**src/dfs_pkg.sv**
```systemverilog
// Shared types, constants, microcode table and helpers of the depth-first walk.
// No dependencies.
package dfs_pkg;

  localparam int MAX_NODES_DEF = 16;
  localparam int NODE_LIMIT    = 16;   // node fields are 4 bits wide
  localparam int NODE_W        = 4;
  localparam int ROW_W         = 16;
  localparam int CNT_W         = 5;
  localparam int CFG_AW        = 3;
  localparam int CFG_DW        = 32;
  localparam logic [CNT_W-1:0] NODE_COUNT_RST = 5'd16;
  localparam logic REG_NODE_COUNT = 1'b0;

  // input transaction modes
  localparam logic MODE_LOAD = 1'b0;
  localparam logic MODE_WALK = 1'b1;

  typedef enum logic [2:0] {
    ST_IDLE,
    ST_START,
    ST_SCAN,
    ST_POP,
    ST_FIN
  } step_t;

  typedef enum logic [2:0] {
    C_ALWAYS,
    C_START_REQ,
    C_START_BAD,
    C_CAND,
    C_EMPTY
  } cond_t;

  typedef struct packed {
    logic  take_in;   // input channel open
    logic  init;      // seed walk from latched start node
    logic  scan;      // pick successor or pop
    logic  pop;       // re-read row of new stack top
    logic  fin;       // flush pending node with last set
    cond_t cond;
    step_t tgt_t;
    step_t tgt_f;
  } ucode_t;

  typedef struct packed {
    ucode_t uc;
    logic   hold;     // output register full, step frozen
  } ctl_t;

  typedef struct packed {
    logic start_req;
    logic start_bad;
    logic cand;
    logic empty;
    logic out_busy;
  } stat_t;

  function automatic ucode_t ucode_rom(input step_t s);
    ucode_t w;
    w = '0;
    unique case (s)
      ST_IDLE: begin
        w.take_in = 1'b1; w.cond = C_START_REQ; w.tgt_t = ST_START; w.tgt_f = ST_IDLE;
      end
      ST_START: begin
        w.init = 1'b1; w.cond = C_START_BAD; w.tgt_t = ST_IDLE; w.tgt_f = ST_SCAN;
      end
      ST_SCAN: begin
        w.scan = 1'b1; w.cond = C_CAND; w.tgt_t = ST_SCAN; w.tgt_f = ST_POP;
      end
      ST_POP: begin
        w.pop = 1'b1; w.cond = C_EMPTY; w.tgt_t = ST_FIN; w.tgt_f = ST_SCAN;
      end
      ST_FIN: begin
        w.fin = 1'b1; w.cond = C_ALWAYS; w.tgt_t = ST_IDLE; w.tgt_f = ST_IDLE;
      end
      default: begin
        w.cond = C_ALWAYS; w.tgt_t = ST_IDLE; w.tgt_f = ST_IDLE;
      end
    endcase
    return w;
  endfunction

  // priority encoder, lowest set bit wins
  function automatic logic [NODE_W-1:0] lowest_bit(input logic [ROW_W-1:0] m);
    logic [NODE_W-1:0] r;
    r = '0;
    for (int i = ROW_W - 1; i >= 0; i--) begin
      if (m[i]) r = NODE_W'(i);
    end
    return r;
  endfunction

endpackage

```
**src/dfs_adjacency_matrix_walk.sv**
```systemverilog
// Top level of the depth-first walk: config register, sequencer and datapath.
// Depends on dfs_pkg, dfs_useq, dfs_dpath.
//
//   channel | ports                               | handshake
//   --------+-------------------------------------+------------------------
//   in      | mode, row_index, row_edges, start   | in_valid / in_stall
//   out     | visited_node, last                  | out_valid / out_stall
//   cfg     | psel penable pwrite paddr pwdata    | APB, pready tied high
//
// A row load leaves the sequencer in ST_IDLE, so loads can follow back to back. A
// forward step reads the next row from the row RAM; a backtrack reads the stack RAM
// and then the row RAM of the new top; node-emitting steps wait on a stalled output.
// Synchronous active-low reset; the row store holds no valid bits and needs no sweep.
// A new transaction is taken while the last result still waits in the output register.
module dfs_adjacency_matrix_walk #(
  parameter int MAX_NODES = dfs_pkg::MAX_NODES_DEF
) (
  input  logic                         clk,
  input  logic                         rst_n,
  input  logic                         in_valid,
  output logic                         in_stall,
  input  logic                         in_mode,
  input  logic [dfs_pkg::NODE_W-1:0]   in_row_index,
  input  logic [dfs_pkg::ROW_W-1:0]    in_row_edges,
  input  logic [dfs_pkg::NODE_W-1:0]   in_start_node,
  output logic                         out_valid,
  input  logic                         out_stall,
  output logic [dfs_pkg::NODE_W-1:0]   out_visited_node,
  output logic                         out_last,
  input  logic                         cfg_psel,
  input  logic                         cfg_penable,
  input  logic                         cfg_pwrite,
  input  logic [dfs_pkg::CFG_AW-1:0]   cfg_paddr,
  input  logic [dfs_pkg::CFG_DW-1:0]   cfg_pwdata,
  output logic [dfs_pkg::CFG_DW-1:0]   cfg_prdata,
  output logic                         cfg_pready
);

  localparam int SDEPTH = (MAX_NODES < dfs_pkg::NODE_LIMIT) ? MAX_NODES : dfs_pkg::NODE_LIMIT;
  localparam int CW     = dfs_pkg::CNT_W;

  logic [CW-1:0]  node_count_r, n_eff;
  logic           reg_sel;
  dfs_pkg::ctl_t  ctl;
  dfs_pkg::stat_t stat;

  assign cfg_pready = 1'b1;
  assign reg_sel    = (cfg_paddr[dfs_pkg::CFG_AW-1:2] == dfs_pkg::REG_NODE_COUNT);

  always_ff @(posedge clk) begin
    if (!rst_n) begin
      node_count_r <= dfs_pkg::NODE_COUNT_RST;
    end else if (cfg_psel && cfg_penable && cfg_pwrite && reg_sel) begin
      node_count_r <= cfg_pwdata[CW-1:0];
    end
  end

  assign cfg_prdata = reg_sel ? dfs_pkg::CFG_DW'(node_count_r) : '0;

  always_comb begin
    priority if (node_count_r == '0) begin
      n_eff = CW'(1);
    end else if (int'(node_count_r) > SDEPTH) begin
      n_eff = CW'(SDEPTH);
    end else begin
      n_eff = node_count_r;
    end
  end

  dfs_useq u_useq (
    .clk   (clk),
    .rst_n (rst_n),
    .stat  (stat),
    .ctl   (ctl)
  );

  dfs_dpath #(.MAX_NODES(MAX_NODES)) u_dpath (
    .clk              (clk),
    .rst_n            (rst_n),
    .ctl              (ctl),
    .stat             (stat),
    .n_eff            (n_eff),
    .in_valid         (in_valid),
    .in_mode          (in_mode),
    .in_row_index     (in_row_index),
    .in_row_edges     (in_row_edges),
    .in_start_node    (in_start_node),
    .out_valid        (out_valid),
    .out_stall        (out_stall),
    .out_visited_node (out_visited_node),
    .out_last         (out_last)
  );

  assign in_stall = ~ctl.uc.take_in;

endmodule

```
**src/dfs_ram.sv**
```systemverilog
// Generic single-write, single-read RAM with registered read data.
// No dependencies.
module dfs_ram #(
  parameter int WIDTH = 16,
  parameter int DEPTH = 16
) (
  input  logic                     clk,
  input  logic                     we,
  input  logic [$clog2(DEPTH)-1:0] waddr,
  input  logic [WIDTH-1:0]         wdata,
  input  logic                     re,
  input  logic [$clog2(DEPTH)-1:0] raddr,
  output logic [WIDTH-1:0]         rdata
);

  logic [WIDTH-1:0] mem [DEPTH];
  logic [WIDTH-1:0] rdata_r;

  always_ff @(posedge clk) begin
    if (we) mem[waddr] <= wdata;
    if (re) rdata_r <= mem[raddr];
  end

  assign rdata = rdata_r;

endmodule

```
**src/dfs_useq.sv**
```systemverilog
// Microcode sequencer: step counter, control ROM and conditional jumps.
// Depends on dfs_pkg.
module dfs_useq (
  input  logic           clk,
  input  logic           rst_n,
  input  dfs_pkg::stat_t stat,
  output dfs_pkg::ctl_t  ctl
);

  dfs_pkg::step_t  step_r, step_nxt;
  dfs_pkg::ucode_t uc;
  logic            hold;
  logic            cond_ok;

  assign uc = dfs_pkg::ucode_rom(step_r);
  // only steps that emit a node can be frozen by a full output register
  assign hold = ((uc.scan && stat.cand) || uc.fin) && stat.out_busy;

  always_comb begin
    unique case (uc.cond)
      dfs_pkg::C_ALWAYS:    cond_ok = 1'b1;
      dfs_pkg::C_START_REQ: cond_ok = stat.start_req;
      dfs_pkg::C_START_BAD: cond_ok = stat.start_bad;
      dfs_pkg::C_CAND:      cond_ok = stat.cand;
      dfs_pkg::C_EMPTY:     cond_ok = stat.empty;
      default:              cond_ok = 1'b1;
    endcase
    if (hold) begin
      step_nxt = step_r;
    end else begin
      step_nxt = cond_ok ? uc.tgt_t : uc.tgt_f;
    end
  end

  always_ff @(posedge clk) begin
    if (!rst_n) begin
      step_r <= dfs_pkg::ST_IDLE;
    end else begin
      step_r <= step_nxt;
    end
  end

  assign ctl.uc   = uc;
  assign ctl.hold = hold;

endmodule

```
**src/dfs_dpath.sv**
```systemverilog
// Walk datapath: row and stack RAMs, visited mask, stack pointer, output register.
// Depends on dfs_pkg and dfs_ram.
module dfs_dpath #(
  parameter int MAX_NODES = dfs_pkg::MAX_NODES_DEF
) (
  input  logic                        clk,
  input  logic                        rst_n,
  input  dfs_pkg::ctl_t               ctl,
  output dfs_pkg::stat_t              stat,
  input  logic [dfs_pkg::CNT_W-1:0]   n_eff,
  input  logic                        in_valid,
  input  logic                        in_mode,
  input  logic [dfs_pkg::NODE_W-1:0]  in_row_index,
  input  logic [dfs_pkg::ROW_W-1:0]   in_row_edges,
  input  logic [dfs_pkg::NODE_W-1:0]  in_start_node,
  output logic                        out_valid,
  input  logic                        out_stall,
  output logic [dfs_pkg::NODE_W-1:0]  out_visited_node,
  output logic                        out_last
);

  localparam int SDEPTH = (MAX_NODES < dfs_pkg::NODE_LIMIT) ? MAX_NODES : dfs_pkg::NODE_LIMIT;
  localparam int AW     = $clog2(SDEPTH);
  localparam int SPW    = $clog2(SDEPTH + 1);
  localparam int NW     = dfs_pkg::NODE_W;
  localparam int RW     = dfs_pkg::ROW_W;

  logic [NW-1:0]  start_r, pend_r, out_node_r;
  logic [RW-1:0]  visited_r;
  logic [SPW-1:0] sp_r, sp_m2;
  logic           out_valid_r, out_last_r;

  logic           go, take, push, retreat, emit, start_bad;
  logic [RW-1:0]  in_use, cand, adj_rdata;
  logic           cand_any;
  logic [NW-1:0]  nxt_node, stk_rdata, stk_wdata, adj_raddr_n;
  logic           adj_we, adj_re, stk_we, stk_re;
  logic [AW-1:0]  stk_waddr;

  assign in_use   = RW'((17'd1 << n_eff) - 17'd1);
  assign cand     = adj_rdata & in_use & ~visited_r;
  assign cand_any = |cand;
  assign nxt_node = dfs_pkg::lowest_bit(cand);

  assign go        = ~ctl.hold;
  assign take      = ctl.uc.take_in && in_valid;
  assign start_bad = {1'b0, start_r} >= n_eff;
  assign push      = ctl.uc.scan && cand_any && go;
  assign retreat   = ctl.uc.scan && !cand_any;
  assign emit      = (push || ctl.uc.fin) && go;
  assign sp_m2     = sp_r - SPW'(2);

  assign adj_we = take && (in_mode == dfs_pkg::MODE_LOAD) && (int'(in_row_index) < MAX_NODES);

  always_comb begin
    priority if (ctl.uc.init) begin
      adj_re      = 1'b1;
      adj_raddr_n = start_r;
    end else if (push) begin
      adj_re      = 1'b1;
      adj_raddr_n = nxt_node;
    end else if (ctl.uc.pop && sp_r != '0) begin
      adj_re      = 1'b1;
      adj_raddr_n = stk_rdata;
    end else begin
      adj_re      = 1'b0;
      adj_raddr_n = start_r;
    end
  end

  assign stk_we    = (ctl.uc.init && !start_bad) || push;
  assign stk_waddr = ctl.uc.init ? AW'(0) : sp_r[AW-1:0];
  assign stk_wdata = ctl.uc.init ? start_r : nxt_node;
  // after a pop the new top sits two below the current pointer
  assign stk_re    = retreat;

  dfs_ram #(.WIDTH(RW), .DEPTH(SDEPTH)) u_adj_ram (
    .clk   (clk),
    .we    (adj_we),
    .waddr (in_row_index[AW-1:0]),
    .wdata (in_row_edges),
    .re    (adj_re),
    .raddr (adj_raddr_n[AW-1:0]),
    .rdata (adj_rdata)
  );

  dfs_ram #(.WIDTH(NW), .DEPTH(SDEPTH)) u_stk_ram (
    .clk   (clk),
    .we    (stk_we),
    .waddr (stk_waddr),
    .wdata (stk_wdata),
    .re    (stk_re),
    .raddr (sp_m2[AW-1:0]),
    .rdata (stk_rdata)
  );

  always_ff @(posedge clk) begin
    if (!rst_n) begin
      sp_r        <= '0;
      visited_r   <= '0;
      out_valid_r <= 1'b0;
    end else begin
      if (ctl.uc.init) begin
        sp_r      <= start_bad ? SPW'(0) : SPW'(1);
        visited_r <= start_bad ? RW'(0) : (RW'(1) << start_r);
      end else if (push) begin
        sp_r      <= sp_r + SPW'(1);
        visited_r <= visited_r | (RW'(1) << nxt_node);
      end else if (retreat) begin
        sp_r <= sp_r - SPW'(1);
      end
      if (emit) begin
        out_valid_r <= 1'b1;
      end else if (!out_stall) begin
        out_valid_r <= 1'b0;
      end
    end
  end

  // pend_r holds the newest node until we know whether it is the last one
  always_ff @(posedge clk) begin
    if (take) start_r <= in_start_node;
    if (ctl.uc.init) begin
      pend_r <= start_r;
    end else if (push) begin
      pend_r <= nxt_node;
    end
    if (emit) begin
      out_node_r <= pend_r;
      out_last_r <= ctl.uc.fin;
    end
  end

  assign stat.start_req = take && (in_mode == dfs_pkg::MODE_WALK);
  assign stat.start_bad = start_bad;
  assign stat.cand      = cand_any;
  assign stat.empty     = (sp_r == '0);
  assign stat.out_busy  = out_valid_r && out_stall;

  assign out_valid        = out_valid_r;
  assign out_visited_node = out_node_r;
  assign out_last         = out_last_r;

endmodule

```
**config.mk**
```make
export PLATFORM = sky130hd
export DESIGN_NAME = dfs_adjacency_matrix_walk
export DESIGN_NICKNAME = d
export VERILOG_FILES = /design/src/dfs_pkg.sv /design/src/dfs_adjacency_matrix_walk.sv /design/src/dfs_ram.sv /design/src/dfs_useq.sv /design/src/dfs_dpath.sv
export SDC_FILE = /design/constraint.sdc
export NUM_CORES = 1
export LEC_CHECK = 0
export ABC_AREA = 1
export ABC_CLOCK_PERIOD_IN_PS = 4700
export BUFFER_PORTS_ARGS = -buffer_cell sky130_fd_sc_hd__buf_2
export CORE_UTILIZATION = 61
export DETAILED_ROUTE_END_ITERATION = 8
export PLACE_DENSITY = 0.76
export SETUP_SLACK_MARGIN = 0.3
export SLEW_MARGIN = 10
export SYNTH_ARGS = -nofsm -noshare
export SYNTH_HDL_FRONTEND = slang
export SYNTH_SLANG_ARGS = --single-unit
```
**constraint.sdc**
```tcl
create_clock -name clk -period 4.7 [get_ports clk]
set_clock_uncertainty 0.15 [all_clocks]
set_input_delay 0.235 -clock clk [delete_from_list [all_inputs] [get_ports clk]]
set_output_delay 0.235 -clock clk [all_outputs]
set_load 0.02 [all_outputs]
```
==> impl_table.tex, run 1 <==
\begin{tabular}{lr}
\hline
Metric & Value \\
\hline
\multicolumn{2}{l}{\textbf{Timing}} \\
\quad Setup violations, final & 0 \\
\quad Unrepaired setup endpoints after global routing & false \\
\quad Hold Vio Cnt, Final & 0 \\
\quad Minimum clock period after layout & just over 4000 ps \\
\quad Final setup TNS & 0 ps \\
\quad Maximum clock frequency & 0.241 GHz \\
\quad Final period utilization & 88.4\% \\
\quad Final slew viol count & 0 \\
\quad Final worst setup slack & about 550 ps \\
\quad Pin slew with the least headroom to its limit & approximately 1300 ps \\
\quad Tightest slew margin relative to the limit & between 10 and 15\% \\
\multicolumn{2}{l}{\textbf{Power}} \\
\quad Switching portion of total power & 38.0\% \\
\quad Total power & between 10 and 15 mW \\
\quad Internal power of the cells & around 7.5 mW \\
\quad Cell leakage power & between 8 and 9 nW \\
\quad Power per Cell Area & about 600 nW/um2 \\
\quad Switch Pwr & around 4.6 mW \\
\quad Maximum ir drop on the vdd rail & approximately 0.00046 V \\
\quad Sequential share of power & a little over a third \\
\quad Combinational group share of total power & a little under two fifths \\
\quad Share of power burned in the clock network & 25.6\% \\
\multicolumn{2}{l}{\textbf{Layout}} \\
\quad Net count, final & approximately 1.9k \\
\quad Fill cell instance count of the final layout & slightly above 2k \\
\quad Final std cells w/o fill & 2244 \\
\quad Area growth from synthesis to layout & 13.4\% \\
\quad Area of all placed cells without fillers & about 20000 um2 \\
\quad Share of layout cells above drive strength 1 & 12.2\% \\
\multicolumn{2}{l}{\textbf{Floorplanning}} \\
\quad Number of top-level pins & $\sim$110 \\
\quad Die width & about 170 um \\
\quad Initial Utilization & 61.9\% \\
\quad Area of the core & $\sim$29000 um2 \\
\quad Area enclosed by the die boundary & between 20000 and 30000 um2 \\
\quad Die Height & around 170 um \\
\quad Number of rows in the core area & 62 \\
\multicolumn{2}{l}{\textbf{Critical path}} \\
\quad R2R depth & 27 \\
\quad Element type at the critical path end & flop \\
\quad Required @ worst endpoint & between 4000 and 5000 ps \\
\quad CP max stage delay & between 300 and 400 ps \\
\quad Arrival time reported for the critical path endpoint & between 4000 and 5000 ps \\
\quad Cell mode on critical path & sky130\_fd\_sc\_hd\_\_inv\_2 \\
\quad Critical-path cell with the highest stage delay & sky130\_fd\_sc\_hd\_\_dfxtp\_1 \\
\quad Classification of the worst setup path & reg2reg \\
\quad Type of element launching the critical path & flop \\
\quad CP Max Fanout & 22 \\
\multicolumn{2}{l}{\textbf{Worst hold path}} \\
\quad Number of stages on the worst hold path & 3 \\
\quad Type of the most critical hold path & in2reg \\
\multicolumn{2}{l}{\textbf{Yosys}} \\
\quad Flip-flop cell with the highest count after synthesis & sky130\_fd\_sc\_hd\_\_edfxtp\_1 \\
\quad Number of synthesized flops with an enable pin & between 300 and 400 \\
\quad Number of standard cells after synthesis & between 1.5k and 2k \\
\quad Post-Synthesis Cell Area & approximately 18000 um2 \\
\quad Mean Syn Cell Area & 10.2 um2 \\
\quad \#FFs+latches synth & between 300 and 400 \\
\quad Number of warnings issued by yosys & 0 \\
\quad Unique cell type count in the Yosys netlist & 50 \\
\quad Proportion of register bits with asynchronous set or reset after synthesis & 0\% \\
\quad Sequential fraction of the synthesis area & between 60\% and 70\% \\
\multicolumn{2}{l}{\textbf{Clock network}} \\
\quad Number of buffers added by the clock tree synthesis step & 40 \\
\quad Clock latency of the later-clocked register in the worst-skew pair & about 530 ps \\
\quad TritonCTS sink count & between 300 and 400 \\
\quad CTS tree & done \\
\quad Library cell used as clock root buffer & sky130\_fd\_sc\_hd\_\_clkbuf\_16 \\
\quad \# H-tree levels & 2 \\
\quad Buffer depth of the longest clock path & 3 \\
\quad Clock slew at the register clock pins of the worst setup and hold paths & about 60 ps \\
\multicolumn{2}{l}{\textbf{Detailed routing}} \\
\quad Antenna Nets Post-Route & 0 \\
\quad Initial drt markers & approximately 1.5k \\
\quad Length of routed wiring on met1 & 17.0 mm \\
\quad Detailed-route DRC error count & 0 \\
\quad Overall via count from detail\_route & $\sim$13k \\
\quad Drt pass-1 iters & 6 \\
\quad Average via count per standard cell & approximately 5.8 \\
\quad Top layer reached by signal wires & met4 \\
\quad Detailed-route wire length per cell & slightly below 20 um \\
\quad Met2 WL post-DR & 21.8 mm \\
\quad Wire length after detailed routing & about 43 mm \\
\quad Routed wl met3 & around 3.5 mm \\
\multicolumn{2}{l}{\textbf{Place}} \\
\quad Placer congestion estimate & around 0.88 \\
\quad Cell area after placement & approximately 18000 um2 \\
\quad Buffers added on ports & just under 50 \\
\quad Post-DP HPWL & 25.0 mm \\
\quad Dpl cells & 2129 \\
\quad Pre-CTS setup slack & $\sim$250 ps \\
\multicolumn{2}{l}{\textbf{GRT}} \\
\quad Number of global-route vias before repair & between 10k and 15k \\
\quad Global-route wire length before repair & between 60 and 70 mm \\
\quad Total global routing track utilization & slightly below 30\% \\
\quad Number of antenna violations at the first check in global routing & 2 \\
\quad Maximum number of pins on one net before global-route repair & 89 \\
\quad Overflow left after global routing & 0 \\
\multicolumn{2}{l}{\textbf{Job}} \\
\quad Max Cap Viol & 0 \\
\multicolumn{2}{l}{\textbf{Outcome}} \\
\quad Outcome & complete, no violations \\
\hline
\end{tabular}
[Yosys cell counts (13+ instances only)]
cell / instances / area share (%)
sky130_fd_sc_hd__a21oi_1: 42 / 1.2
sky130_fd_sc_hd__dfxtp_1: 30 / 3.4
sky130_fd_sc_hd__edfxtp_1: 353 / 60
sky130_fd_sc_hd__nand2_1: 308 / 6.5
sky130_fd_sc_hd__nand3b_1: 31 / 1.3
sky130_fd_sc_hd__inv_1: 217 / 4.6
sky130_fd_sc_hd__nor2_1: 108 / 2.3
sky130_fd_sc_hd__o21ai_0: 78 / 2.2
sky130_fd_sc_hd__clkbuf_1: 27 / 0.57
sky130_fd_sc_hd__inv_2: 13 / 0.27
sky130_fd_sc_hd__nand3_1: 320 / 9.0
sky130_fd_sc_hd__buf_2: 32 / 0.90
sky130_fd_sc_hd__nor3_1: 20 / 0.56
sky130_fd_sc_hd__nand4_1: 13 / 0.46
sky130_fd_sc_hd__buf_4: 39 / 1.6
[worst max-delay path, delay by kind of cell (launching register included)]
| family | cells | cell delay [ps] |
|---|---|---|
| buffers and inverters | 7 | 900 |
| and+or+nand+nor | 15 | 1770 |
| adders and majority gates | 1 | 190 |
| AOI/OAI and AO/OA | 4 | 490 |
| DFF | 1 | 350 |
[metrics by stage]
step | util, % | hold slack, ps
after floorplan | - | 184
after detailed placement | 63.8 | 255
after global routing | 70.2 | 53.3
after CTS | 69.5 | 8.76
after global placement | 63.8 | 251
final | 70.2 | 33.2
[cells in the final DEF (no fill, tap or decap), drive strengths merged, types with 13 or more instances in the layout]
master       synthesis  layout
clkinv               3      18
dlygate4sd3          0      28
clkbuf              27      53
nand3              326     326
nor2               116     116
dfxtp               30      30
nand3b              31      31
inv                231     233
o21ai               88      88
nor3                21      21
a21oi               44      44
nand2              318     319
conb                 2      29
edfxtp             353     353
buf                 84      92
nand4               13      13
[final cells by class]
class,instances,area [um2],area share (%)
multi-input cells,1046,5240,26.0
clock buffers,51,1040,5.18
inverters,234,886,4.40
well taps,384,480,2.39
clock inverters,22,236,1.17
flip-flops and latches,383,11200,55.6
repair buffers,122,1050,5.21
diodes,2,5.00,0.0249
[state kept, by name (all words and copies together), names as in the netlist, 5 cells and up]
signal / cells
node_count_r: 5
u_dpath.sp_r: 5
u_dpath.u_adj_ram.mem: 256
u_dpath.u_adj_ram.rdata: 16
u_dpath.u_stk_ram.mem: 64
u_dpath.visited_r: 16
[power groups by stage]
stage / registers (mW) / logic [mW] / clock network, mW
6_report: 4.38 / 4.62 / 3.10
2_1_floorplan: 4.42 / 3.02 / 0
3_3_place_gp: 4.44 / 4.16 / 0
5_1_grt: 4.40 / 5.03 / 3.26
3_5_place_dp: 4.45 / 4.26 / 0
4_1_cts: 4.38 / 4.36 / 3.12
[kinds of logic (layout without fill, tap and decap cells)]
| kind of cell | count (synthesis) | count (layout) | share of synthesized area [%] |
|---|---|---|---|
| simple gates | 833 | 834 | 21.6 |
| xor+xnor | 7 | 7 | 0.345 |
| fa+ha+maj | 10 | 10 | 0.747 |
| buf+inv | 345 | 429 | 8.80 |
| other cells | 2 | 31 | 0.0423 |
| compound gates | 166 | 166 | 5.42 |
| flops | 383 | 383 | 63.0 |
[final timing paths]
| kind | to | slack [ps] | startpoint |
|---|---|---|---|
| setup / recovery | u_dpath.u_adj_ram.rdata[5]$_DFFE_PP_ | 550 | node_count_r[1]$_SDFFE_PN0P_ |
| hold / removal | u_dpath.sp_r[0]$_SDFFE_PN0P_ | 30 | rst_n |
| setup reg to reg | u_dpath.u_adj_ram.rdata[5]$_DFFE_PP_ | 550 | node_count_r[1]$_SDFFE_PN0P_ |
| hold reg to reg | u_dpath.out_visited_node[0]$_DFFE_PP_ | 270 | u_dpath.pend_r[0]$_DFFE_PP_ |
[timing repair]
action | in CTS | in global routing
endpoints found under the setup margin | 15 | 17
resized for setup | 4 | 22
pin swaps | 0 | 3
buffers inserted | 0 | 8
gates cloned | 1 | 3
hold buffers | 28 | 0
endpoints found under the hold margin | 266 | 0
[layer usage]
metal / vias to the layer above / track usage, %
met1: 6259 / 37.8
met4: 0 / 11.7
met3: 108 / 4.29
met5: - / 0
met2: 598 / 49.0
li1: 6090 / -
Note: power is estimated with default switching activity, not from simulation.
==> inputs of run 2 (changes only) <==
--- a/config.mk
+++ b/config.mk
@@ -8,6 +8,7 @@
 export ABC_AREA = 1
 export ABC_CLOCK_PERIOD_IN_PS = 4700
 export BUFFER_PORTS_ARGS = -buffer_cell sky130_fd_sc_hd__buf_2
+export CORE_MARGIN = 10
 export CORE_UTILIZATION = 61
 export DETAILED_ROUTE_END_ITERATION = 8
 export PLACE_DENSITY = 0.76
==> constraint.sdc (replaced) <==
create_clock -name clk -period 4.7 [get_ports clk]
set_clock_uncertainty 0.15 [all_clocks]
set_input_delay 0.235 -clock clk [delete_from_list [all_inputs] [get_ports clk]]
set_output_delay 0.235 -clock clk [all_outputs]
set_load 0.005 [all_outputs]
==> impl_table.tex, run 2 (synthesized netlist as in run 1, its figures left out) <==
\begin{tabular}{lr}
\hline
Metric & Value \\
\hline
\multicolumn{2}{l}{\textbf{Worst hold path}} \\
\quad Type of the most critical hold path & in2reg (unchanged) \\
\quad Worst hold path startpoint & in\_valid (was rst\_n) \\
\multicolumn{2}{l}{\textbf{Layout}} \\
\quad Fill cell instance count of the final layout & 2051 (was 2017) \\
\quad Area growth from synthesis to layout & 13.0\% (was 13.4\%) \\
\quad Largest registers ranked by flip-flop count & u\_dpath.u\_adj\_ram.mem: 256 flops, u\_dpath.u\_stk\_ram.mem: 64 flops (unchanged) \\
\quad Register ranked first by flip-flop count & u\_dpath.u\_adj\_ram.mem (unchanged) \\
\quad Leading cell type in the layout, fill and taps excluded & sky130\_fd\_sc\_hd\_\_edfxtp\_1 (unchanged) \\
\quad Seq. cell area & 11200 um2 (about the same) \\
\quad Top library cells by usage in the layout, fill and taps aside & sky130\_fd\_sc\_hd\_\_edfxtp\_1, sky130\_fd\_sc\_hd\_\_nand3\_1, sky130\_fd\_sc\_hd\_\_nand2\_1, sky130\_fd\_sc\_hd\_\_inv\_1, sky130\_fd\_sc\_hd\_\_nor2\_1 (unchanged) \\
\quad Multi-input logic area & 5230 um2 (was 5240 um2) \\
\quad Share of layout cells above drive strength 1 & 11.9\% (was 12.2\%) \\
\quad Flip-flop count of the largest register, all copies and words added & 256 (unchanged) \\
\quad Net count, final & 1909 (was 1904) \\
\multicolumn{2}{l}{\textbf{Critical path}} \\
\quad CP max stage delay & 640 ps (was 350 ps) \\
\quad Worst Setup SP & node\_count\_r[4]\$\_SDFFE\_PN1P\_ (was node\_count\_r[1]\$\_SDFFE\_PN0P\_) \\
\quad Classification of the worst setup path & reg2reg (unchanged) \\
\quad Critical-path cell with the highest stage delay & sky130\_fd\_sc\_hd\_\_dfxtp\_1 (unchanged) \\
\quad Type of element launching the critical path & flop (unchanged) \\
\quad Arrival time reported for the critical path endpoint & 4220 ps (was 4250 ps) \\
\quad Required @ worst endpoint & 4780 ps (was 4800 ps) \\
\quad Worst flop-to-flop path startpoint & node\_count\_r[4]\$\_SDFFE\_PN1P\_ (was node\_count\_r[1]\$\_SDFFE\_PN0P\_) \\
\quad CP Max Fanout & 34 (was 22) \\
\quad Critical path cell sequence & nand2\_2, nand2\_2, nand2\_1, ha\_1, inv\_2, xor2\_1, nand3\_1, nand2\_1, nor2\_1, nand3\_2, nand2\_2, inv\_2, nand2\_8, inv\_4, nand2\_8, nand2\_8, buf\_16, nand2\_1, nand3\_1, nand3\_1, nand3\_1, nand2\_1 \\
\quad Element type at the critical path end & flop (unchanged) \\
\multicolumn{2}{l}{\textbf{Timing}} \\
\quad Final period utilization & 87.9\% (was 88.4\%) \\
\quad Hold Vio Cnt, Final & 0 (unchanged) \\
\quad Setup violations, final & 0 (unchanged) \\
\quad Unrepaired setup endpoints after global routing & true (was false) \\
\quad Final setup TNS & 0 ps (unchanged) \\
\quad Final slew viol count & 0 (unchanged) \\
\quad Maximum clock frequency & 0.242 GHz (was 0.241 GHz) \\
\quad Tightest slew margin relative to the limit & 19.1\% (was 14.2\%) \\
\quad Minimum clock period after layout & 4130 ps (was 4150 ps) \\
\quad Pin slew with the least headroom to its limit & 1210 ps (was 1290 ps) \\
\multicolumn{2}{l}{\textbf{Clock network}} \\
\quad Number of buffers added by the clock tree synthesis step & 40 (unchanged) \\
\quad Clock slew at the register clock pins of the worst setup and hold paths & 60 ps (about the same) \\
\quad CTS tree & done (unchanged) \\
\quad \# H-tree levels & 2 (unchanged) \\
\quad TritonCTS sink count & 383 (unchanged) \\
\quad Clock latency of the later-clocked register in the worst-skew pair & 530 ps (about the same) \\
\quad Library cell used as clock root buffer & sky130\_fd\_sc\_hd\_\_clkbuf\_16 (unchanged) \\
\quad Buffer depth of the longest clock path & 3 (unchanged) \\
\multicolumn{2}{l}{\textbf{Detailed routing}} \\
\quad Antenna Nets Post-Route & 0 (unchanged) \\
\quad Overall via count from detail\_route & 13.1k (about the same) \\
\quad Detailed-route DRC error count & 0 (unchanged) \\
\quad Wire length after detailed routing & 44.2 mm (was 43.5 mm) \\
\quad Average via count per standard cell & 5.84 (was 5.82) \\
\quad Drt pass-1 iters & 7 (was 6) \\
\quad Initial drt markers & 1764 (was 1520) \\
\quad Detailed-route wire length per cell & 19.7 um (was 19.4 um) \\
\multicolumn{2}{l}{\textbf{Place}} \\
\quad Buffers added on ports & 49 (unchanged) \\
\quad Post-DP HPWL & 25.6 mm (was 25.0 mm) \\
\quad Placer congestion estimate & 0.871 (was 0.878) \\
\multicolumn{2}{l}{\textbf{Floorplanning}} \\
\quad Area of the core & 28700 um2 (unchanged) \\
\quad Area enclosed by the die boundary & 36400 um2 (was 29800 um2) \\
\quad Number of top-level pins & 107 (unchanged) \\
\quad Die width & 191 um (was 173 um) \\
\quad Initial Utilization & 61.9\% (unchanged) \\
\quad Die Height & 191 um (was 173 um) \\
\quad Number of rows in the core area & 62 (unchanged) \\
\multicolumn{2}{l}{\textbf{GRT}} \\
\quad Global-route wire length before repair & 67.6 mm (about the same) \\
\quad Number of antenna violations at the first check in global routing & 2 (unchanged) \\
\quad Maximum number of pins on one net before global-route repair & 129 (was 89) \\
\quad Number of global-route vias before repair & 12.6k (was 12.9k) \\
\quad Total global routing track utilization & 23.5\% (was 28.9\%) \\
\quad Overflow left after global routing & 0 (unchanged) \\
\multicolumn{2}{l}{\textbf{Power}} \\
\quad Power per Cell Area & 589 nW/um2 (was 601 nW/um2) \\
\quad Maximum ir drop on the vdd rail & 0.000364 V (was 0.000459 V) \\
\quad Total power & 11.8 mW (was 12.1 mW) \\
\quad Cell leakage power & 8.07 nW (was 8.08 nW) \\
\multicolumn{2}{l}{\textbf{Job}} \\
\quad Max Cap Viol & 0 (unchanged) \\
\multicolumn{2}{l}{\textbf{Outcome}} \\
\quad Outcome & complete, no violations (unchanged) \\
\hline
\end{tabular}
-- run 2: per-stage QoR --
stage / hold slack [ps] / instances / utilization, % / setup slack, ps / instance area (um2)
floorplan: 184 / 1773 / - / 1060 / 17900
global placement: 252 / 2134 / 63.9 / 295 / 18300
detailed placement: 256 / 2134 / 63.9 / 202 / 18300
CTS: 41.4 / 2234 / 69.3 / 311 / 19900
global route: 104 / 2245 / 69.9 / 276 / 20100
finish: 48.0 / 2245 / 69.9 / 567 / 20100
-- run 2: worst max-delay path: cells and delay by family, from the launching register on --
family,cells,cell delay (ps)
xor gates and xnor gates,1,320
buffers and inverters,4,580
and+or+nand+nor,16,1910
DFF,1,640
adders and majority gates,1,200
-- run 2: path summary, 6_finish.rpt --
check	slack (ps)	depth (start not counted)	end
max	570	22	u_dpath.u_adj_ram.rdata[13]$_DFFE_PP_
min	50	3	u_dpath.start_r[0]$_DFFE_PP_
max reg2reg	570	22	u_dpath.u_adj_ram.rdata[13]$_DFFE_PP_
min reg2reg	270	0	u_dpath.out_visited_node[1]$_DFFE_PP_
-- run 2: what timing repair did --
action                     CTS  global route
cloned                       1             4
hold endpoints to repair   267             0
setup endpoints to repair   14            17
buffers inserted             0             6
hold buffers                29             0
pin swaps                    0             3
gates resized for setup      3            17
-- run 2: area by class of cell --
cell class                      instances  area share [%]
Clock inverter                         20           0.710
Clock buffer                           50            5.17
Sequential cell                       383            55.8
Multi-Input combinational cell       1046            26.0
Timing Repair Buffer                  127            5.45
Tap cell                              384            2.39
Antenna cell                            1          0.0125
Inverter                              234            4.42
-- run 2: routing by layer --
metal	vias to the layer above	GRT usage [%]	routed length, um
met3	95	3.40	3980
met2	696	38.8	21300
met1	6211	31.4	17800
met5	-	0	19
met4	2	8.00	1150
li1	6104	-	-
-- run 2: power breakdown --
| part | internal, mW | switching [mW] | leakage (nW) |
|---|---|---|---|
| Sequential | 4.24 | 0.142 | 3.45 |
| Clock | 1.63 | 1.26 | 0.569 |
| Combinational | 1.45 | 3.11 | 4.06 |
| Total | 7.31 | 4.51 | 8.07 |
==> inputs of run 3 (changes only) <==
--- a/config.mk
+++ b/config.mk
@@ -5,10 +5,9 @@
 export SDC_FILE = /design/constraint.sdc
 export NUM_CORES = 1
 export LEC_CHECK = 0
-export ABC_AREA = 1
 export ABC_CLOCK_PERIOD_IN_PS = 4700
 export BUFFER_PORTS_ARGS = -buffer_cell sky130_fd_sc_hd__buf_2
-export CORE_MARGIN = 10
+export CORE_MARGIN = 1
 export CORE_UTILIZATION = 61
 export DETAILED_ROUTE_END_ITERATION = 8
 export PLACE_DENSITY = 0.76
==> impl_table.tex, run 3 <==
\begin{tabular}{lr}
\hline
Metric & Value \\
\hline
\multicolumn{2}{l}{\textbf{GRT}} \\
\quad Overflow left after global routing & 0 (unchanged) \\
\quad Maximum number of pins on one net before global-route repair & 63 (was 129) \\
\quad Number of antenna violations at the first check in global routing & 1 (was 2) \\
\quad Number of global-route vias before repair & 10.9k (was 12.6k) \\
\quad Total global routing track utilization & 28.8\% (was 23.5\%) \\
\quad Global-route wire length before repair & 61.4 mm (was 67.6 mm) \\
\multicolumn{2}{l}{\textbf{Power}} \\
\quad Cell leakage power & 6.61 nW (was 8.07 nW) \\
\quad Switch Pwr & 1.90 mW (was 4.51 mW) \\
\quad Combinational group share of total power & 12.0\% (was 38.6\%) \\
\quad Power per Cell Area & 400 nW/um2 (was 589 nW/um2) \\
\quad Switching portion of total power & 24.4\% (was 38.2\%) \\
\quad Total power & 7.78 mW (was 11.8 mW) \\
\quad Sequential share of power & 49.4\% (was 37.0\%) \\
\quad Internal power of the cells & 5.88 mW (was 7.31 mW) \\
\quad Maximum ir drop on the vdd rail & 0.000415 V (was 0.000364 V) \\
\quad Share of power burned in the clock network & 38.6\% (was 24.4\%) \\
\multicolumn{2}{l}{\textbf{Worst hold path}} \\
\quad Hold Path Sink & u\_dpath.visited\_r[4]\$\_SDFFE\_PN0P\_ (was u\_dpath.start\_r[0]\$\_DFFE\_PP\_) \\
\quad Type of the most critical hold path & in2reg (unchanged) \\
\quad Worst hold path startpoint & rst\_n (was in\_valid) \\
\quad Number of stages on the worst hold path & 3 (unchanged) \\
\multicolumn{2}{l}{\textbf{Clock network}} \\
\quad TritonCTS sink count & 383 (unchanged) \\
\quad \# H-tree levels & 2 (unchanged) \\
\quad CTS tree & done (unchanged) \\
\quad Clock slew at the register clock pins of the worst setup and hold paths & 70 ps (was 60 ps) \\
\quad Buffer depth of the longest clock path & 3 (unchanged) \\
\quad Library cell used as clock root buffer & sky130\_fd\_sc\_hd\_\_clkbuf\_16 (unchanged) \\
\quad Number of buffers added by the clock tree synthesis step & 39 (was 40) \\
\quad Clock latency of the later-clocked register in the worst-skew pair & 540 ps (was 530 ps) \\
\multicolumn{2}{l}{\textbf{Floorplanning}} \\
\quad Area enclosed by the die boundary & 28400 um2 (was 36400 um2) \\
\quad Area of the core & 27000 um2 (was 28700 um2) \\
\quad Number of top-level pins & 107 (unchanged) \\
\quad Die Height & 168 um (was 191 um) \\
\quad Die width & 168 um (was 191 um) \\
\quad Number of rows in the core area & 60 (was 62) \\
\quad Initial Utilization & 62.5\% (was 61.9\%) \\
\multicolumn{2}{l}{\textbf{Detailed routing}} \\
\quad Average via count per standard cell & 6.49 (was 5.84) \\
\quad Overall via count from detail\_route & 11.2k (was 13.1k) \\
\quad Drt pass-1 iters & 6 (was 7) \\
\quad Antenna Nets Post-Route & 0 (unchanged) \\
\quad Initial drt markers & 1523 (was 1764) \\
\quad Wire length after detailed routing & 40.7 mm (was 44.2 mm) \\
\quad Detailed-route wire length per cell & 23.5 um (was 19.7 um) \\
\quad Detailed-route DRC error count & 0 (unchanged) \\
\multicolumn{2}{l}{\textbf{Yosys}} \\
\quad Proportion of register bits with asynchronous set or reset after synthesis & 0\% (unchanged) \\
\quad Flip-flop cell with the highest count after synthesis & sky130\_fd\_sc\_hd\_\_edfxtp\_1 (unchanged) \\
\quad Number of synthesized flops with an enable pin & 353 (unchanged) \\
\quad Unique cell type count in the Yosys netlist & 71 (was 50) \\
\quad Largest area contributor in the synthesized netlist & sky130\_fd\_sc\_hd\_\_edfxtp\_1 (unchanged) \\
\quad Largest cells by area after synthesis & sky130\_fd\_sc\_hd\_\_edfxtp\_1, sky130\_fd\_sc\_hd\_\_nand3\_1, sky130\_fd\_sc\_hd\_\_dfxtp\_1 (was sky130\_fd\_sc\_hd\_\_edfxtp\_1, sky130\_fd\_sc\_hd\_\_nand3\_1, sky130\_fd\_sc\_hd\_\_nand2\_1) \\
\quad Area share of the largest cell type after synthesis & 62.7\% (was 59.7\%) \\
\quad Sequential fraction of the synthesis area & 66.3\% (was 63.0\%) \\
\quad \#FFs+latches synth & 383 (unchanged) \\
\quad Number of warnings issued by yosys & 0 (unchanged) \\
\quad Commonest cells in the netlist & sky130\_fd\_sc\_hd\_\_edfxtp\_1, sky130\_fd\_sc\_hd\_\_nand3\_1, sky130\_fd\_sc\_hd\_\_o21ai\_0 (was sky130\_fd\_sc\_hd\_\_edfxtp\_1, sky130\_fd\_sc\_hd\_\_nand3\_1, sky130\_fd\_sc\_hd\_\_nand2\_1) \\
\quad Number of standard cells after synthesis & 1254 (was 1746) \\
\quad Most frequent cell after synthesis & sky130\_fd\_sc\_hd\_\_edfxtp\_1 (unchanged) \\
\quad Mean Syn Cell Area & 13.5 um2 (was 10.2 um2) \\
\quad Post-Synthesis Cell Area & 16900 um2 (was 17800 um2) \\
\multicolumn{2}{l}{\textbf{Timing}} \\
\quad Pin slew with the least headroom to its limit & 1150 ps (was 1210 ps) \\
\quad Hold Vio Cnt, Final & 0 (unchanged) \\
\quad Tightest slew margin relative to the limit & 22.8\% (was 19.1\%) \\
\quad Maximum clock frequency & 0.233 GHz (was 0.242 GHz) \\
\quad Final setup TNS & 0 ps (unchanged) \\
\quad Final slew viol count & 0 (unchanged) \\
\quad Setup violations, final & 0 (unchanged) \\
\quad Final period utilization & 91.4\% (was 87.9\%) \\
\quad Minimum clock period after layout & 4300 ps (was 4130 ps) \\
\quad Unrepaired setup endpoints after global routing & true (unchanged) \\
\multicolumn{2}{l}{\textbf{Critical path}} \\
\quad Crit path max-delay family & compound AO/OA/AOI/OAI gates (was simple AND/OR/NAND/NOR gates) \\
\quad R2R depth & 15 (was 22) \\
\quad CP Max Fanout & 11 (was 34) \\
\quad Type of element launching the critical path & flop (unchanged) \\
\quad Worst flop-to-flop path startpoint & node\_count\_r[4]\$\_SDFFE\_PN1P\_ (unchanged) \\
\quad CP max stage delay & 490 ps (was 640 ps) \\
\quad Cell mode on critical path & sky130\_fd\_sc\_hd\_\_buf\_4 \\
\quad Worst R2R End & u\_dpath.u\_adj\_ram.rdata[14]\$\_DFFE\_PP\_ (was u\_dpath.u\_adj\_ram.rdata[13]\$\_DFFE\_PP\_) \\
\quad Critical path cell sequence & nor2\_4, nand2\_1, ha\_4, or4b\_1, a21boi\_2, a211oi\_1, a311o\_1, a2111oi\_2, buf\_4, o31ai\_4, o21a\_4, buf\_4, mux4\_2, and3b\_1, or4\_1 (was nand2\_2, nand2\_2, nand2\_1, ha\_1, inv\_2, xor2\_1, nand3\_1, nand2\_1, nor2\_1, nand3\_2, nand2\_2, inv\_2, nand2\_8, inv\_4, nand2\_8, nand2\_8, buf\_16, nand2\_1, nand3\_1, nand3\_1, nand3\_1, nand2\_1) \\
\quad Arrival time reported for the critical path endpoint & 4410 ps (was 4220 ps) \\
\quad Element type at the critical path end & flop (unchanged) \\
\quad Classification of the worst setup path & reg2reg (unchanged) \\
\quad Reg2Reg Setup Slack & 400 ps (was 570 ps) \\
\quad Critical-path cell with the highest stage delay & sky130\_fd\_sc\_hd\_\_or4b\_1 (was sky130\_fd\_sc\_hd\_\_dfxtp\_1) \\
\quad Worst path bufs/invs & 2 (was 4) \\
\quad Required @ worst endpoint & 4820 ps (was 4780 ps) \\
\multicolumn{2}{l}{\textbf{Layout}} \\
\quad Share of layout cells above drive strength 1 & 20.5\% (was 11.9\%) \\
\quad Largest registers ranked by flip-flop count & u\_dpath.u\_adj\_ram.mem: 256 flops, u\_dpath.u\_stk\_ram.mem: 64 flops (unchanged) \\
\quad Seq. cell area & 11200 um2 (about the same) \\
\quad Area growth from synthesis to layout & 15.1\% (was 13.0\%) \\
\quad Register ranked first by flip-flop count & u\_dpath.u\_adj\_ram.mem (unchanged) \\
\quad Flip-flop count of the largest register, all copies and words added & 256 (unchanged) \\
\quad Multi-input logic area & 5270 um2 (was 5230 um2) \\
\quad Final std cells w/o fill & 1732 (was 2245) \\
\quad Top library cells by usage in the layout, fill and taps aside & sky130\_fd\_sc\_hd\_\_edfxtp\_1, sky130\_fd\_sc\_hd\_\_nand3\_1, sky130\_fd\_sc\_hd\_\_o21ai\_0, sky130\_fd\_sc\_hd\_\_buf\_4, sky130\_fd\_sc\_hd\_\_a21oi\_1 (was sky130\_fd\_sc\_hd\_\_edfxtp\_1, sky130\_fd\_sc\_hd\_\_nand3\_1, sky130\_fd\_sc\_hd\_\_nand2\_1, sky130\_fd\_sc\_hd\_\_inv\_1, sky130\_fd\_sc\_hd\_\_nor2\_1) \\
\quad Net count, final & 1436 (was 1909) \\
\quad Fill cell instance count of the final layout & 1728 (was 2051) \\
\quad Leading cell type in the layout, fill and taps excluded & sky130\_fd\_sc\_hd\_\_edfxtp\_1 (unchanged) \\
\multicolumn{2}{l}{\textbf{Place}} \\
\quad Buffers added on ports & 49 (unchanged) \\
\quad Post-DP HPWL & 24.4 mm (was 25.6 mm) \\
\quad Dpl cells & 1619 (was 2134) \\
\quad Placer congestion estimate & 0.987 (was 0.871) \\
\multicolumn{2}{l}{\textbf{Outcome}} \\
\quad Outcome & complete, no violations (unchanged) \\
\multicolumn{2}{l}{\textbf{Job}} \\
\quad Max Cap Viol & 0 (unchanged) \\
\hline
\end{tabular}
-- run 3: cell count changes after synthesis, moves of 29 or more --
cell / before / now
sky130_fd_sc_hd__inv_1: 217 / 27
sky130_fd_sc_hd__o211ai_1: 3 / 49
sky130_fd_sc_hd__nand2_1: 308 / 39
sky130_fd_sc_hd__clkbuf_1: 27 / 65
sky130_fd_sc_hd__nor2_1: 108 / 37
sky130_fd_sc_hd__nand3_1: 320 / 134
sky130_fd_sc_hd__nor2b_1: 0 / 29
sky130_fd_sc_hd__mux2_2: 0 / 45
-- run 3: cell families after synthesis --
family                     synth area share, %
other                                   0.0445
muxes                                     6.58
buffers and inverters                     3.98
AOI/OAI and AO/OA                         11.7
DFF                                       66.3
xor gates and xnor gates                 0.207
and+or+nand+nor                           10.4
adders and majority gates                0.785
-- run 3: timing repair --
| action | 4_1_cts | 5_1_grt |
|---|---|---|
| buffers inserted | 2 | 8 |
| gates resized for setup | 6 | 14 |
| endpoints found under the hold margin | 268 | 0 |
| hold buffers | 28 | 0 |
| cloned | 0 | 2 |
| endpoints found under the setup margin | 15 | 19 |
| pin swaps | 1 | 5 |
-- run 3: final cells by class --
type	count	area share [%]
flip-flops and latches	383	57.6
multi-input cells	757	27.1
repair buffers	151	6.12
clock buffers	47	5.17
well taps	341	2.19
clock inverters	25	1.26
inverters	27	0.521
diodes	1	0.0129
-- run 3: worst reg2reg max path: stages (launching register included) --
cell and delay (ps):
sky130_fd_sc_hd__dfxtp_1 380, sky130_fd_sc_hd__nor2_4 70, sky130_fd_sc_hd__nand2_1 90, sky130_fd_sc_hd__ha_4 200, sky130_fd_sc_hd__or4b_1 490, sky130_fd_sc_hd__a21boi_2 200, sky130_fd_sc_hd__a211oi_1 220, sky130_fd_sc_hd__a311o_1 210
sky130_fd_sc_hd__a2111oi_2 100, sky130_fd_sc_hd__buf_4 160, sky130_fd_sc_hd__o31ai_4 300, sky130_fd_sc_hd__o21a_4 270, sky130_fd_sc_hd__buf_4 140, sky130_fd_sc_hd__mux4_2 490, sky130_fd_sc_hd__and3b_1 170, sky130_fd_sc_hd__or4_1 400
-- run 3: layer usage --
layer / wire, um / global-route usage [%] / vias to the layer above
li1: - / - / 5033
met1: 16100 / 39.9 / 5472
met2: 19800 / 47.2 / 648
met3: 3690 / 3.97 / 94
met4: 1120 / 10.0 / 0
met5: 0 / 0 / -
-- run 3: worst max-delay path by stage --
stage | from | to | slack, ps | depth (start not counted)
2_1_floorplan | node_count_r[3]$_SDFFE_PN0P_ | u_dpath.sp_r[4]$_SDFFE_PN0P_ | 310 | 19
3_3_place_gp | node_count_r[4]$_SDFFE_PN1P_ | u_dpath.u_adj_ram.rdata[14]$_DFFE_PP_ | 160 | 14
3_5_place_dp | node_count_r[4]$_SDFFE_PN1P_ | u_dpath.u_adj_ram.rdata[14]$_DFFE_PP_ | 70 | 14
4_1_cts | node_count_r[4]$_SDFFE_PN1P_ | u_dpath.u_adj_ram.rdata[6]$_DFFE_PP_ | 330 | 16
5_1_grt | node_count_r[4]$_SDFFE_PN1P_ | u_dpath.u_adj_ram.rdata[14]$_DFFE_PP_ | 270 | 15
6_report | node_count_r[4]$_SDFFE_PN1P_ | u_dpath.u_adj_ram.rdata[14]$_DFFE_PP_ | 400 | 15
-- run 3: metrics by stage --
| step | area [um2] | utilization (%) | setup WS (ps) | hold WS (ps) |
|---|---|---|---|---|
| 3_5_place_dp | 17700 | 65.5 | 72.8 | 262 |
| 6_report | 19400 | 71.9 | 404 | 72.6 |
| 4_1_cts | 19300 | 71.3 | 326 | 37.6 |
| 2_1_floorplan | 17000 | - | 313 | 184 |
| 3_3_place_gp | 17700 | 65.5 | 155 | 253 |
| 5_1_grt | 19400 | 71.9 | 266 | 75.9 |
-- run 3: power by group through the flow --
stage | Combinational (mW) | Sequential [mW] | Clock, mW
floorplan | 0.580 | 3.90 | 0
global placement | 0.848 | 3.91 | 0
detailed placement | 0.865 | 3.92 | 0
CTS | 0.895 | 3.84 | 3.03
global route | 1.01 | 3.85 | 3.16
finish | 0.933 | 3.85 | 3.00
